<file path="src/rtl/mmvu_pkg.sv">
// shared types and constants for the maxwell memory variable update block
package mmvu_pkg;

  localparam int NUM_COMP   = 6;
  localparam int MAX_MECH   = 3;
  localparam int FACTOR_W   = 17;
  localparam int FRAC_W     = 16;
  localparam int CFG_IDX_W  = 3;
  localparam int DEV_STAGES = 4;

  localparam logic [2:0] MEAN_DIV = 3'd3;

  localparam logic [CFG_IDX_W-1:0] REG_ENABLE  = 3'd0;
  localparam logic [CFG_IDX_W-1:0] REG_DECAY_0 = 3'd1;
  localparam logic [CFG_IDX_W-1:0] REG_DECAY_1 = 3'd2;
  localparam logic [CFG_IDX_W-1:0] REG_DECAY_2 = 3'd3;
  localparam logic [CFG_IDX_W-1:0] REG_GAIN_0  = 3'd4;
  localparam logic [CFG_IDX_W-1:0] REG_GAIN_1  = 3'd5;
  localparam logic [CFG_IDX_W-1:0] REG_GAIN_2  = 3'd6;

  typedef struct packed {
    logic load_prod;
    logic load_upd;
    logic enable;
  } mmvu_lane_ctl_t;

endpackage

</file>
<file path="src/rtl/mmvu_merge.sv">
// saturated sum of each component's mechanism lanes into output register; zero if disabled
module mmvu_merge #(
  parameter int NUM_MECH = 3,
  parameter int SW       = 32,
  parameter int MW       = 40
) (
  input  logic                                                clk,
  input  logic                                                load,
  input  logic                                                enable,
  input  logic [NUM_MECH-1:0][mmvu_pkg::NUM_COMP-1:0][MW-1:0] mem,
  output logic [mmvu_pkg::NUM_COMP-1:0][SW-1:0]               corr
);
  import mmvu_pkg::*;

  localparam int SMW  = MW + 2;
  localparam int MAXW = SMW > SW ? SMW : SW;
  localparam logic signed [MAXW-1:0] OUT_HI = {{(MAXW-SW+1){1'b0}}, {(SW-1){1'b1}}};
  localparam logic signed [MAXW-1:0] OUT_LO = ~OUT_HI;

  logic [NUM_COMP-1:0][SW-1:0] corr_r;
  logic [NUM_COMP-1:0][SW-1:0] corr_nxt;

  always_comb begin
    logic signed [MAXW-1:0] acc;
    for (int j = 0; j < NUM_COMP; j++) begin
      acc = '0;
      for (int m = 0; m < NUM_MECH; m++) begin
        acc = acc + MAXW'($signed(mem[m][j]));
      end
      if (!enable) begin
        corr_nxt[j] = '0;
      end else if (acc > OUT_HI) begin
        corr_nxt[j] = OUT_HI[SW-1:0];
      end else if (acc < OUT_LO) begin
        corr_nxt[j] = OUT_LO[SW-1:0];
      end else begin
        corr_nxt[j] = acc[SW-1:0];
      end
    end
  end

  always_ff @(posedge clk) begin
    if (load) begin
      corr_r <= corr_nxt;
    end
  end

  assign corr = corr_r;

endmodule

</file>
<file path="config.mk">
export PLATFORM = sky130hd
export DESIGN_NAME = mmvu_merge
export DESIGN_NICKNAME = d
export VERILOG_FILES = /design/src/rtl/mmvu_pkg.sv /design/src/rtl/mmvu_merge.sv
export SDC_FILE = /design/constraint.sdc
export NUM_CORES = 1
export LEC_CHECK = 0
export BUFFER_PORTS_ARGS = -buffer_cell sky130_fd_sc_hd__buf_2
export CAP_MARGIN = 30
export CORE_AREA = 2 2 352 354
export DETAILED_ROUTE_END_ITERATION = 7
export DIE_AREA = 0 0 354 356
export PLACE_DENSITY = 0.44
export SLEW_MARGIN = 20
export SYNTH_ARGS = -nofsm -noshare
export SYNTH_HDL_FRONTEND = slang
export SYNTH_SLANG_ARGS = --single-unit
</file>
<file path="constraint.sdc">
create_clock -name clk -period 5.76 [get_ports clk]
set_input_delay 0.864 -clock clk [delete_from_list [all_inputs] [get_ports clk]]
set_output_delay 0.864 -clock clk [all_outputs]
set_load 0.005 [all_outputs]
</file>
==> reports/metrics.cfg <==
[detailed_routing]
viasPerCell = 4.72
drtIter0Drc = 1373
drcViolationCount = 0
wl_um = 116000
vias = 25300
firstDrtPassIters = 5
ant_nets = 0
wl_per_cell_um = 21.6

[global_route]
met1_usage = 0.237
use_met3 = 0.0276
top_usage_layer = met2
use_met2 = 0.308
grt_max_degree = 86
grt_pass1_wl_um = 168000
grt_pass1_vias = 25600
antenna_found_initial = 16
grt_usage = 0.179
grt.overflow.total = 0

[setup_path]
cp_data_arrival_time_ns = 5.38
crit_fanout = 26
crit_required_ns = 6.09
start_kind = input port
cp-startpoint = mem[121]
crit_type = in -> reg
endpoint_kind = register
worstSetupEndpoint = corr[102]

[floorplan]
initial_core_util = 0.216
pin_count = 915
die_area_um2 = 126000
die_y_um = 356
core-area_um2 = 123000
die_w_um = 354
core.rowCount = 129

[finish]
layout-drive-gt1-share = 0.279
utilization = 0.274
final_nets = 4919
largest_register_ffs = 192
syn_to_final_growth_pct = 26.8

[synthesis]
avgSynthCellArea_um2 = 9.29
synth_top_area_share = 0.217
synth_area_um2 = 26500
synth.ff_latch_count = 192
synth.most_common_cell = a21oi_1
synth_cells = 2856
ys_seq_area_frac = 0.217
synth.distinct_cells = 98
synth_top_area_cell = edfxtp_1
yosys-top-cells-area = edfxtp_1 (22%), fa_1 (19%), ha_1 (11%), a21oi_1 (4.7%), a21o_1 (3.9%)
synth_flop_cell = edfxtp_1
syn_nets = 4065
yosys_warnings = 0
synthArstFlopShare = 0
synth_common_cells = a21oi_1 (250), fa_1 (246), ha_1 (240)
synth_edf_count = 192

[timing]
final.min_clock_period_ns = 5.04
rsz0062_at_grt = false
setup-tns-final_ns = 0
final_max_slew_viol_count = 0
finalHoldViolCount = 0
min_period_over_period = 0.875
max_slew.worst_pin.slew_ns = 0.763
setup_viol = 0
achievable-frequency_mhz = 198
relSlewSlack = 0.491

[clock_tree]
cts_buffers = 17
path_clk_slew_ns = 0.09
cts.sinks = 192
clockBufferDepth = 2
cts_tree = built
cts_hold_buffers = 0
cts.repair.resized = 0
htree_levels = 4
post_cts_buffers = 0
clock-root-buffer = clkbuf_16

[placed_design]
place.gp.congestion = 0.883
place_hpwl_um = 101000
port_buffers = 914

[power]
p_switching_mw = 4.41
vdd_ir_drop_max_uv = 167
internal_power_mw = 4.99
pwr-share-clk = 0.143
powerDensity_nw_per_um2 = 279
switching_share = 0.469
leakage_nw = 15.0
sequentialPowerShare = 0.222
power_frac_comb = 0.634

[run_status]
status = finished clean

[flow_run]
drv_cap = 0

[worst_hold_path]
min-delay-path-class = in -> reg
holdPathStages = 1

-- routing by layer --
metal / up-vias / share of wire
met5: - / 0.00032
met4: 6 / 0.014
met3: 82 / 0.050
met2: 799 / 0.49
met1: 12200 / 0.45
li1: 12200 / -
-- critical path, cell delays in order --
cell and delay, ns:
buf_2 0.11, inv_1 0.06, fa_1 0.46, inv_1 0.07, ha_1 0.23, inv_1 0.08, fa_1 0.48, nand2b_1 0.21
a21oi_1 0.24, o21ai_1 0.15, a211oi_1 0.38, o211ai_1 0.21, a311o_1 0.40, a21o_1 0.20, a2111oi_0 0.41, a31o_2 0.30
inv_2 0.25, o31ai_1 0.28
-- worst min-delay path by stage --
stage | start | end | slack, ns
3_5_place_dp | corr[140] | corr[140] | 1.26
6_report | load | corr[45] | 0.79
3_3_place_gp | corr[92] | corr[92] | 1.26
4_1_cts | mem[560] | corr[64] | 0.75
5_1_grt | load | corr[45] | 0.78
2_1_floorplan | load | corr[0] | 0.98
-- power groups by stage --
stage                     sequential (mW)  combinational [mW]  clock [mW]
final                                2.09                5.96        1.35
after global routing                 2.12                6.60        1.46
after CTS                            2.10                6.01        1.43
after detailed placement             2.13                5.97           0
after global placement               2.13                6.01           0
after floorplan                      2.11                3.65           0
-- area by class of cell --
class	instances	area, um2
Multi-Input combinational cell	2391	19700
Antenna cell	3	7.51
Timing Repair Buffer	943	4910
Inverter	165	619
Sequential cell	192	5770
Clock buffer	17	425
Tap cell	1637	2050
Fill cell	13400	89000
Clock inverter	15	176
-- kinds of logic after synthesis --
group,synth area share
buffers and inverters,0.0420
flip-flops,0.217
adder cells (fa/ha/maj),0.299
XOR/XNOR,0.0674
AND/OR/NAND/NOR,0.130
multiplexers,0.00151
AO/OA/AOI/OAI,0.243
-- placed cells by master (no fill, tap or decap), types with 9 or more instances in the layout --
cell type  instances
a31o_2            11
o31ai_1           15
edfxtp_1         192
a21o_1           137
and4_1            12
a31oi_1           19
nand4_1           47
nor2b_1           23
buf_4             20
and3_1            33
o21bai_1          38
nand2b_1          19
nand3_1           58
a41oi_1           14
nor2_1           173
xnor2_1          104
fa_1             246
clkbuf_16         17
buf_12             9
a211oi_1          39
a211o_1           11
inv_1            164
xor2_1           100
nor3_1            46
and2_1            16
nor4_1            20
a21oi_1          250
nand2_1          199
ha_1             240
buf_2            913
o21ai_1           92
o21a_1            31
o211ai_1          28
or3_1             11
o21ai_2           21
o21ai_0          187
-- stage by stage --
step           std cells  setup slack, ns  instance area, um2  hold WS (ns)  total power [mW]
3_5_place_dp        5328            0.197               33000          1.26              8.10
5_1_grt             5361            0.446               33600         0.779              10.2
6_report            5363            0.718               33600         0.794              9.40
4_1_cts             5360            0.767               33600         0.748              9.54
3_3_place_gp        5328            0.265               33000          1.26              8.13
2_1_floorplan       2856             1.12               26500         0.976              5.77
Note: power is estimated with default switching activity, not from simulation.
