File: config.mk
export PLATFORM = sky130hd
export DESIGN_NAME = mmvu_deviator
export DESIGN_NICKNAME = d
export VERILOG_FILES = /design/src/rtl/mmvu_pkg.sv /design/src/rtl/mmvu_deviator.sv
export SDC_FILE = /design/constraint.sdc
export NUM_CORES = 2
export LEC_CHECK = 0
export BUFFER_PORTS_ARGS = -buffer_cell sky130_fd_sc_hd__buf_2
export CORE_UTILIZATION = 46
export CTS_BUF_LIST = sky130_fd_sc_hd__clkbuf_2 sky130_fd_sc_hd__clkbuf_4 sky130_fd_sc_hd__clkbuf_8
export DETAILED_ROUTE_END_ITERATION = 16
export PLACE_DENSITY = 0.66
export SYNTH_ARGS = -nofsm -noshare
export SYNTH_HDL_FRONTEND = slang
export SYNTH_SLANG_ARGS = --single-unit
File: constraint.sdc
create_clock -name clk -period 8.6 [get_ports clk]
set_input_delay 0.43 -clock clk [delete_from_list [all_inputs] [get_ports clk]]
set_output_delay 0.43 -clock clk [all_outputs]
set_load 0.03 [all_outputs]
File: src/rtl/mmvu_pkg.sv
// shared types and constants for the maxwell memory variable update block
package mmvu_pkg;

  localparam int NUM_COMP   = 6;
  localparam int MAX_MECH   = 3;
  localparam int FACTOR_W   = 17;
  localparam int FRAC_W     = 16;
  localparam int CFG_IDX_W  = 3;
  localparam int DEV_STAGES = 4;

  localparam logic [2:0] MEAN_DIV = 3'd3;

  localparam logic [CFG_IDX_W-1:0] REG_ENABLE  = 3'd0;
  localparam logic [CFG_IDX_W-1:0] REG_DECAY_0 = 3'd1;
  localparam logic [CFG_IDX_W-1:0] REG_DECAY_1 = 3'd2;
  localparam logic [CFG_IDX_W-1:0] REG_DECAY_2 = 3'd3;
  localparam logic [CFG_IDX_W-1:0] REG_GAIN_0  = 3'd4;
  localparam logic [CFG_IDX_W-1:0] REG_GAIN_1  = 3'd5;
  localparam logic [CFG_IDX_W-1:0] REG_GAIN_2  = 3'd6;

  typedef struct packed {
    logic load_prod;
    logic load_upd;
    logic enable;
  } mmvu_lane_ctl_t;

endpackage

File: src/rtl/mmvu_deviator.sv
// deviatoric stress pipeline: normal sum, reciprocal divide by three, mean removal
module mmvu_deviator #(
  parameter int SW = 32
) (
  input  logic                                  clk,
  input  logic [mmvu_pkg::DEV_STAGES-1:0]       load,
  input  logic [mmvu_pkg::NUM_COMP-1:0][SW-1:0] stress,
  output logic [mmvu_pkg::NUM_COMP-1:0][SW:0]   dev
);
  import mmvu_pkg::*;

  localparam int SUMW   = SW + 2;
  localparam int ABSW   = SW + 1;
  localparam int LO_W   = ABSW / 2;
  localparam int HI_W   = ABSW - LO_W;
  localparam int RCP_SH = SW + 3;
  localparam int RCP_W  = SW + 2;
  localparam int FULLW  = HI_W + RCP_W + LO_W + 1;
  localparam logic [63:0]      RCP_FULL = ((64'd1 << RCP_SH) + 64'd2) / 64'(MEAN_DIV);
  localparam logic [RCP_W-1:0] RCP      = RCP_FULL[RCP_W-1:0];

  logic [NUM_COMP-1:0][SW-1:0] s0_r;
  logic signed [SUMW-1:0]      sum0_r;
  logic signed [SUMW-1:0]      sum_nxt;
  logic [SUMW-1:0]             abs_v;
  logic [ABSW-1:0]             mag;

  logic [NUM_COMP-1:0][SW-1:0] s1_r;
  logic                        neg1_r;
  logic [HI_W+RCP_W-1:0]       ph_r;
  logic [LO_W+RCP_W-1:0]       pl_r;
  logic [FULLW-1:0]            full_v;

  logic [NUM_COMP-1:0][SW-1:0] s2_r;
  logic                        neg2_r;
  logic [SW:0]                 quo_r;

  logic [NUM_COMP-1:0][SW:0]   dev_r;
  logic [NUM_COMP-1:0][SW:0]   dev_nxt;

  assign sum_nxt = SUMW'($signed(stress[0])) + SUMW'($signed(stress[1]))
                 + SUMW'($signed(stress[2]));

  always_ff @(posedge clk) begin
    if (load[0]) begin
      s0_r   <= stress;
      sum0_r <= sum_nxt;
    end
  end

  assign abs_v = sum0_r[SUMW-1] ? SUMW'(-sum0_r) : SUMW'(sum0_r);
  assign mag   = abs_v[ABSW-1:0];

  // magnitude times the rounded-up reciprocal of three, as two partial products
  always_ff @(posedge clk) begin
    if (load[1]) begin
      s1_r   <= s0_r;
      neg1_r <= sum0_r[SUMW-1];
      ph_r   <= (HI_W+RCP_W)'(mag[ABSW-1:LO_W] * RCP);
      pl_r   <= (LO_W+RCP_W)'(mag[LO_W-1:0] * RCP);
    end
  end

  assign full_v = FULLW'({ph_r, {LO_W{1'b0}}}) + FULLW'(pl_r);

  always_ff @(posedge clk) begin
    if (load[2]) begin
      s2_r   <= s1_r;
      neg2_r <= neg1_r;
      quo_r  <= full_v[RCP_SH +: SW+1];
    end
  end

  always_comb begin
    logic signed [SW:0] mean;
    logic [SW+1:0]      diff;
    mean = neg2_r ? -$signed(quo_r) : $signed(quo_r);
    for (int j = 0; j < NUM_COMP; j++) begin
      if (j < 3) begin
        diff = (SW+2)'($signed(s2_r[j])) - (SW+2)'(mean);
      end else begin
        diff = (SW+2)'($signed(s2_r[j]));
      end
      dev_nxt[j] = diff[SW:0];
    end
  end

  always_ff @(posedge clk) begin
    if (load[3]) begin
      dev_r <= dev_nxt;
    end
  end

  assign dev = dev_r;

endmodule

==> out/results.tsv <==
metric	value	unit
setup_ws	0.379	ns
utilization	55.5	%
initial_core_util	46.6	%
finalCriticalPeriod	8.22	ns
antenna_found_initial	14	
r2r_setup_slack	0.38	ns
dpl_worst_slack	0.0998	ns
ff2ff_path_depth	24	
synthArstFlopShare	0	%
hold_class	primary input to register	
clock-sinks	925	
synth.top_cell.area_share	58.3	%
syn_inst	3321	
hold_violations	0	
crit_path_start_kind	register	
cts-buffers-inserted	147	
synth_ff_type	edfxtp_1	
synth.area.mux_share	0.179	%
fmax	122	MHz
yosys_warnings	0	
worstMarginPinSlew	1.08	ns
synth_xor_area_share	4.89	%
cap_violations	0	
post_drt_wl_per_cell	18.7	um
core_area	0.102	mm2
ys_ff_latch	925	
row_count	117	
gp_congestion	0.888	
synth_top_area_cell	edfxtp_1	
synthSimpleGateAreaFrac	5.04	%
via_count	28500	
crit_type	register to register	
layout-drive-gt1-share	17.0	%
outcome	completed	
critPathLaunch	sum0_r[6]$_DFFE_PP_	
synth.area.top_cells	edfxtp_1, ha_1, fa_1	
die_area	0.105	mm2
yosysMostFrequentCell	edfxtp_1	
hold_end	s1_r[160]$_DFFE_PP_	
whs_path_depth	1	
synth.avg_cell_area	14.3	um2
arrival	8.75	ns
ys_top_cells_by_count	edfxtp_1, ha_1, inv_1, fa_1, a21oi_1	
grt_pass1_vias	29000	
r2r-end	pl_r[49]$_DFFE_PP_	
ant_nets	0	
grtUsageTotal	19.9	%
drt_wl_total	104	mm
period_share	95.6	%
die_x	324	um
area_growth	19.1	%
slew_headroom	28.2	%
worstReg2RegStart	sum0_r[6]$_DFFE_PP_	
synth_fa_ha_area_share	19.7	%
dr.first_iter.drc_count	1612	
synth_edf_count	925	
clock_skew	0.0395	ns
clkTransAtPathRegs	0.06	ns
finalSetupViolations	0	
drv_slew	0	
drc	0	
ios	395	
cts_tree	done	
drt_pass1_iterations	5	
synth_compound_area_share	8.67	%
cts-root-buf	clkbuf_8	
insertion_delay	0.81	ns
synth_top_family_by_area	adder cells	
final_area	0.0567	mm2
vias_per_cell	5.11	
required	9.13	ns
cts_buffer_depth	3	
htreeDepth	4	
dp_hpwl	77.7	mm
post_dp_cell_area	0.0516	mm2
syn_nets	4140	
die_h	324	um
ys_seq_area_share	58.3	%
port_buffers	394	
path_max_fanout	5	
hold_start	load[1]	
cp-end-kind	register	
synth_area	0.0476	mm2
nNetsFinal	4898	
grt_max_degree	103	
synth_cell_type_count	80	
grt_pass1_wl	160	mm
grt.overflow.total	0	
[worst max-delay path by stage]
| stage | endpoint | slack [ns] | cells after the start |
|---|---|---|---|
| final | pl_r[49]$_DFFE_PP_ | 0.38 | 24 |
| after global routing | ph_r[49]$_DFFE_PP_ | -0.007 | 27 |
| after CTS | pl_r[49]$_DFFE_PP_ | 0.05 | 24 |
| after detailed placement | pl_r[49]$_DFFE_PP_ | 0.1 | 24 |
| after global placement | pl_r[49]$_DFFE_PP_ | 0.23 | 24 |
| after floorplan | ph_r[49]$_DFFE_PP_ | 0.59 | 28 |
[routing by layer]
layer | global-route usage (%) | vias to the layer above | wire length [um]
li1 | - | 13700 | -
met1 | 25.5 | 13900 | 44200
met2 | 33.7 | 723 | 51700
met3 | 4.01 | 183 | 5620
met4 | 6.95 | 10 | 2790
met5 | 0 | - | 76
[placed cells by master (no fill, tap or decap), drive strengths merged, types with 105 or more instances in the layout]
master and instances:
buf 444, a21oi 176, dlygate4sd3 192, fa 210, a21o 116, edfxtp 925
nor2 112, clkbuf 186, o21ai 108, inv 385, nand2 116, xor2 105
xnor2 159, ha 412
[metrics by stage]
stage,hold slack [ns],instances,setup TNS (ns)
finish,0.0965,5576,0
global placement,0.400,5104,0
CTS,0.0508,5561,0
detailed placement,0.405,5104,0
floorplan,0.400,3321,0
global route,0.0646,5570,-0.00744
[critical path: stages, from the launching register on]
cell	delay, ns
edfxtp_1	0.44
or4_4	0.60
or3_1	0.40
or2_4	0.33
o21ai_0	0.21
xor2_1	0.21
inv_1	0.10
ha_1	0.26
fa_1	0.56
fa_2	0.66
inv_1	0.11
fa_2	0.41
fa_1	0.58
inv_1	0.08
fa_1	0.48
ha_1	0.37
and2_1	0.20
a221oi_1	0.31
a21oi_1	0.12
a211o_1	0.33
a221o_1	0.38
a41oi_2	0.28
o2111ai_1	0.21
a21oi_1	0.21
xnor2_1	0.08
[logic make-up (layout without fill, tap and decap cells)]
family | count (synthesis) | in the layout
AO/OA/AOI/OAI | 621 | 621
XOR/XNOR | 264 | 264
adder cells (fa/ha/maj) | 622 | 622
buffers and inverters | 404 | 1278
flip-flops | 925 | 925
multiplexers | 8 | 8
other | 0 | 13
AND/OR/NAND/NOR | 477 | 477
[final cells by class]
cell class	instances	area [um2]
clock buffers	185	2310
multi-input cells	1992	18400
diodes	13	32.5
inverters	376	1410
clock inverters	80	736
fillers	8300	45500
flip-flops and latches	925	27800
well taps	1368	1710
repair buffers	637	4320
[flip-flops by register name, summed over array words and instances, names as in the netlist, 33 cells and up]
register  cells
pl_r         34
ph_r         51
dev         195
s0_r        192
dev_nxt      96
s1_r        192
quo_r        33
s2_r         96
sum0_r       34
[repair_timing]
action	in CTS	in global routing
hold buffers	192	0
endpoints found under the setup margin	0	26
buffers inserted	0	2
endpoints found under the hold margin	192	0
gates resized for setup	0	18
Power is not shown: default switching activity piles up to over one toggle a cycle in this logic, so the estimate is an artifact.
