**config.mk**
```make
export PLATFORM = sky130hd
export DESIGN_NAME = mmvu_lane
export DESIGN_NICKNAME = d
export VERILOG_FILES = /design/src/rtl/mmvu_pkg.sv /design/src/rtl/mmvu_lane.sv
export SDC_FILE = /design/constraint.sdc
export NUM_CORES = 2
export LEC_CHECK = 0
export ABC_AREA = 1
export BUFFER_PORTS_ARGS = -buffer_cell sky130_fd_sc_hd__buf_2
export CAP_MARGIN = 20
export CORE_MARGIN = 8
export CORE_UTILIZATION = 45
export DETAILED_ROUTE_END_ITERATION = 6
export HOLD_SLACK_MARGIN = 0.08
export PLACE_DENSITY = 0.58
export SETUP_SLACK_MARGIN = 0.02
export SLEW_MARGIN = 5
export SYNTH_ARGS = -nofsm -noshare
export SYNTH_HDL_FRONTEND = slang
export SYNTH_SLANG_ARGS = --single-unit
```
**constraint.sdc**
```tcl
create_clock -name clk -period 11.94 [get_ports clk]
set_input_delay 0.597 -clock clk [delete_from_list [all_inputs] [get_ports clk]]
set_output_delay 0.597 -clock clk [all_outputs]
set_load 0.05 [all_outputs]
```
**src/rtl/mmvu_pkg.sv**
```systemverilog
// shared types and constants for the maxwell memory variable update block
package mmvu_pkg;

  localparam int NUM_COMP   = 6;
  localparam int MAX_MECH   = 3;
  localparam int FACTOR_W   = 17;
  localparam int FRAC_W     = 16;
  localparam int CFG_IDX_W  = 3;
  localparam int DEV_STAGES = 4;

  localparam logic [2:0] MEAN_DIV = 3'd3;

  localparam logic [CFG_IDX_W-1:0] REG_ENABLE  = 3'd0;
  localparam logic [CFG_IDX_W-1:0] REG_DECAY_0 = 3'd1;
  localparam logic [CFG_IDX_W-1:0] REG_DECAY_1 = 3'd2;
  localparam logic [CFG_IDX_W-1:0] REG_DECAY_2 = 3'd3;
  localparam logic [CFG_IDX_W-1:0] REG_GAIN_0  = 3'd4;
  localparam logic [CFG_IDX_W-1:0] REG_GAIN_1  = 3'd5;
  localparam logic [CFG_IDX_W-1:0] REG_GAIN_2  = 3'd6;

  typedef struct packed {
    logic load_prod;
    logic load_upd;
    logic enable;
  } mmvu_lane_ctl_t;

endpackage

```
**src/rtl/mmvu_lane.sv**
```systemverilog
// one mechanism and component: gain product stage and memory variable recurrence
module mmvu_lane #(
  parameter int SW = 32,
  parameter int MW = 40
) (
  input  logic                          clk,
  input  logic                          rst_n,
  input  mmvu_pkg::mmvu_lane_ctl_t      ctl,
  input  logic [mmvu_pkg::FACTOR_W-1:0] decay,
  input  logic [mmvu_pkg::FACTOR_W-1:0] gain,
  input  logic signed [SW:0]            dev,
  output logic signed [MW-1:0]          mem
);
  import mmvu_pkg::*;

  localparam int GW  = SW + 1 + FACTOR_W + 1;
  localparam int PW  = MW + FACTOR_W + 1;
  localparam int AW  = (PW > GW ? PW : GW) + 1;
  localparam int SHW = AW - FRAC_W;
  localparam logic signed [SHW-1:0] MEM_HI = {{(SHW-MW+1){1'b0}}, {(MW-1){1'b1}}};
  localparam logic signed [SHW-1:0] MEM_LO = ~MEM_HI;

  logic signed [GW-1:0]  prod_r;
  logic signed [MW-1:0]  mem_r;
  logic signed [MW-1:0]  mem_nxt;
  logic signed [AW-1:0]  acc;
  logic signed [SHW-1:0] shifted;
  logic signed [MW-1:0]  sat_v;

  always_ff @(posedge clk) begin
    if (ctl.load_prod) begin
      prod_r <= GW'(dev * $signed({1'b0, gain}));
    end
  end

  assign acc     = AW'(mem_r * $signed({1'b0, decay})) + AW'(prod_r);
  assign shifted = SHW'(acc >>> FRAC_W);

  always_comb begin
    if (shifted > MEM_HI) begin
      sat_v = MEM_HI[MW-1:0];
    end else if (shifted < MEM_LO) begin
      sat_v = MEM_LO[MW-1:0];
    end else begin
      sat_v = shifted[MW-1:0];
    end
    mem_nxt = ctl.enable ? sat_v : mem_r;
  end

  always_ff @(posedge clk) begin
    if (!rst_n) begin
      mem_r <= '0;
    end else if (ctl.load_upd) begin
      mem_r <= mem_nxt;
    end
  end

  assign mem = mem_r;

endmodule

```
==> flow_summary.yaml <==
synth:
  post_synth_num_cell_types: 44
  synth_common_cells: "sky130_fd_sc_hd__inv_1, sky130_fd_sc_hd__nand2_1, sky130_fd_sc_hd__fa_1, sky130_fd_sc_hd__clkbuf_1, sky130_fd_sc_hd__ha_1"
  yosys.cell_count.top_type: "sky130_fd_sc_hd__inv_1"
  synth.top_cell.area_share_pct: 49.1
  synth_top_flop_cell: "sky130_fd_sc_hd__edfxtp_1"
  seq_cells_post_synth: 91
  synth.cell_area_sq_um: 50000
  async_reset_ff_share_pct: 0
  synth.net_count: 8083
  share_of_synthesized_area_occupied_by_flip_flops_and_latches_pct: 4.66
  syn_area_per_cell_sq_um: 7.67
  syn-instance-count: 6523
  yosysTopAreaCell: "sky130_fd_sc_hd__fa_1"
  synth_enable_flop_cells: 51
  netlist_top_cells_area: "sky130_fd_sc_hd__fa_1, sky130_fd_sc_hd__inv_1, sky130_fd_sc_hd__nand2_1"
  warnings_synthesis: 0
placed_design:
  hpwlAfterDp_mm: 112
  place_congestion: 0.968
  number_of_input_and_output_port_buffers_inserted: 111
  worst_slack_after_detailed_placement_ns: 3.68
  dp_cells: 7847
die:
  dieHeight_microns: 349
  dieWidth_microns: 349
  floorplan.initialDensity_pct: 45.3
  io_pins: 112
  core-area_sq_um: 111000
  design.die.area_sq_um: 122000
  placement_rows: 122
worst_setup_path:
  cp.arrival_ns: 8.11
  timing.critical_path.buf_inv: 6
  worst_setup_path_start_kind: "input port"
  timing.rr.end: "mem[23]$_SDFFE_PN0P_"
  depth_of_the_worst_register_to_register_path: 25
  critPathMaxFanout: 40
  crit_path_end_kind: "register"
  timing.critical_path.slowest_stage_cell: "sky130_fd_sc_hd__buf_2"
  timing.setup.critical_path_class: "in -> reg"
  r2r_slack_ns: 4.15
  worst_path_largest_cell_delay_ns: 0.69
  r2r-start: "mem[39]$_SDFFE_PN0P_"
  cp.required_ns: 12.17
  cp_top_family: "adder cells"
  crit_path_frequent_cell: "sky130_fd_sc_hd__fa_1"
clocking:
  numClockSinks: 91
  clkSlewWorstSetupHoldPaths_ns: 0.07
  master_cell_of_the_clock_root_buffer: "sky130_fd_sc_hd__clkbuf_16"
  numCtsBuffers: 9
  holdBufCountCts: 0
  cts_max_level: 3
  cts.repair_timing.setup_buffer_count: 0
  cts_resized: 0
  insertion_delay_ns: 0.38
  cts.path.max_buffers: 2
  tritoncts_clock_tree: "done"
route:
  post-route-drc-count: 0
  routed-wl-met3_mm: 5.74
  routed_wirelength_mm: 133
  mean_number_of_vias_per_cell: 4.82
  num_vias: 37900
  detail_route.wirelength.met1_mm: 59.3
  top_layer_used: "met4"
  wl_per_cell_microns: 16.9
  total_met2_wirelength_after_detailed_routing_mm: 65.4
  route.antenna.remaining_nets: 0
  drt_iter0_drc: 2086
  dr.pass1.iters: 5
job:
  cap_violations: 0
timing:
  final_setup_tns_ns: 0
  final.setup_skew_ns: 0.0119
  finalCriticalPeriod_ns: 7.88
  rsz0062_at_grt: "no"
  slew_at_the_pin_closest_to_its_max_slew_limit_ns: 1.21
  final-max-slew-violation-count: 0
  setup_viol: 0
  max_slew_margin_pct: 19.4
  hold_violations: 0
  hold_ws_ns: 0.730
  layout_setup_ws_ns: 4.06
  maxClockFrequency_ghz: 0.127
  post-route-period-util_pct: 66.0
cells_and_area:
  net_count_final: 7930
  fill_cells: 11300
  area_delta_synth_final_pct: 3.51
  drive_above_1_share_pct: 2.85
  layoutNonFillerInstCount: 7865
min_path:
  min-delay-start: "ctl[0]"
  hold-path-endpoint: "mem[39]$_SDFFE_PN0P_"
  holdCritPathClass: "in -> reg"
  worst_hold_path.num_cells: 4
global_route:
  grt_first_pass_wirelength_mm: 222
  grt_pass1_vias: 41900
  grt_start_max_net_pins: 52
  aggregate_global_routing_overflow: 0
  globalRouteTotalUtil_pct: 22.6
  grt_antenna_before_repair: 3
status:
  status: "finished, final reports clean"
[how the worst max path moves through the flow]
stage | start | endpoint | slack, ns | cells after the start
6_report | decay[0] | mem[23]$_SDFFE_PN0P_ | 4.06 | 26
3_5_place_dp | decay[0] | mem[6]$_SDFFE_PN0P_ | 3.68 | 26
2_1_floorplan | mem[39]$_SDFFE_PN0P_ | mem[29]$_SDFFE_PN0P_ | 5.17 | 29
4_1_cts | decay[0] | mem[6]$_SDFFE_PN0P_ | 4.07 | 26
3_3_place_gp | decay[0] | mem[23]$_SDFFE_PN0P_ | 3.83 | 26
5_1_grt | decay[0] | mem[23]$_SDFFE_PN0P_ | 3.57 | 26
[worst register-to-register path: cells and delay by family (launching register included)]
family / cells / cell delay [ns]
AND/OR/NAND/NOR: 12 / 2.20
AO/OA/AOI/OAI: 1 / 0.22
buffers and inverters: 5 / 0.77
adder cells (fa/ha/maj): 7 / 3.60
flip-flops: 1 / 0.87
[cell usage in the layout (no fill, tap or decap), types with 14 or more instances in the layout]
master / n
sky130_fd_sc_hd__a31oi_1: 16
sky130_fd_sc_hd__nor2_1: 187
sky130_fd_sc_hd__a21oi_1: 166
sky130_fd_sc_hd__buf_2: 111
sky130_fd_sc_hd__fa_1: 1228
sky130_fd_sc_hd__nand3_1: 61
sky130_fd_sc_hd__xor2_1: 45
sky130_fd_sc_hd__nand2_1: 1649
sky130_fd_sc_hd__xnor2_1: 40
sky130_fd_sc_hd__o21ai_0: 100
sky130_fd_sc_hd__ha_1: 260
sky130_fd_sc_hd__dfxtp_1: 40
sky130_fd_sc_hd__inv_1: 2263
sky130_fd_sc_hd__o21bai_1: 16
sky130_fd_sc_hd__nor3_1: 14
sky130_fd_sc_hd__buf_4: 23
sky130_fd_sc_hd__edfxtp_1: 51
[state kept, by name (all words and copies together), names as in the netlist]
signal / count
prod_r: 51
mem: 40
[cells by family (layout without fill, tap and decap cells)]
kind of cell	after synthesis	after routing	synth area share [%]
AOI/OAI and AO/OA	335	335	3.69
xor gates and xnor gates	85	85	1.49
adders and majority gates	1488	1488	55.7
buffers and inverters	2563	2415	19.3
DFF	91	91	4.66
other	0	2	0
and+or+nand+nor	1961	1961	15.2
[stage by stage]
stage | instance area [sq um] | util, %
after floorplan | 50000 | -
final | 51800 | 46.8
after global routing | 51800 | 46.8
after CTS | 51800 | 46.8
after detailed placement | 51500 | 46.6
after global placement | 51500 | 46.6
[cell type report]
type	count	area (sq um)	area share (%)
inverter	2265	8500	16.4
clock inverter	6	88.8	0.172
tap	1488	1860	3.60
clock buffer	10	229	0.442
timing repair buffer	134	728	1.41
sequential	91	2330	4.50
multi-input combinational	3869	38000	73.4
antenna	2	5.00	0.00967
[routing by layer]
layer  vias to the layer above  GRT usage [%]
met5                         -              0
met1                     19200           31.0
met4                         0           5.14
met2                       967           39.3
met3                       182           1.59
li1                      17500              -
Power is not shown: default switching activity piles up to over one toggle a cycle in this logic, so the estimate is an artifact.
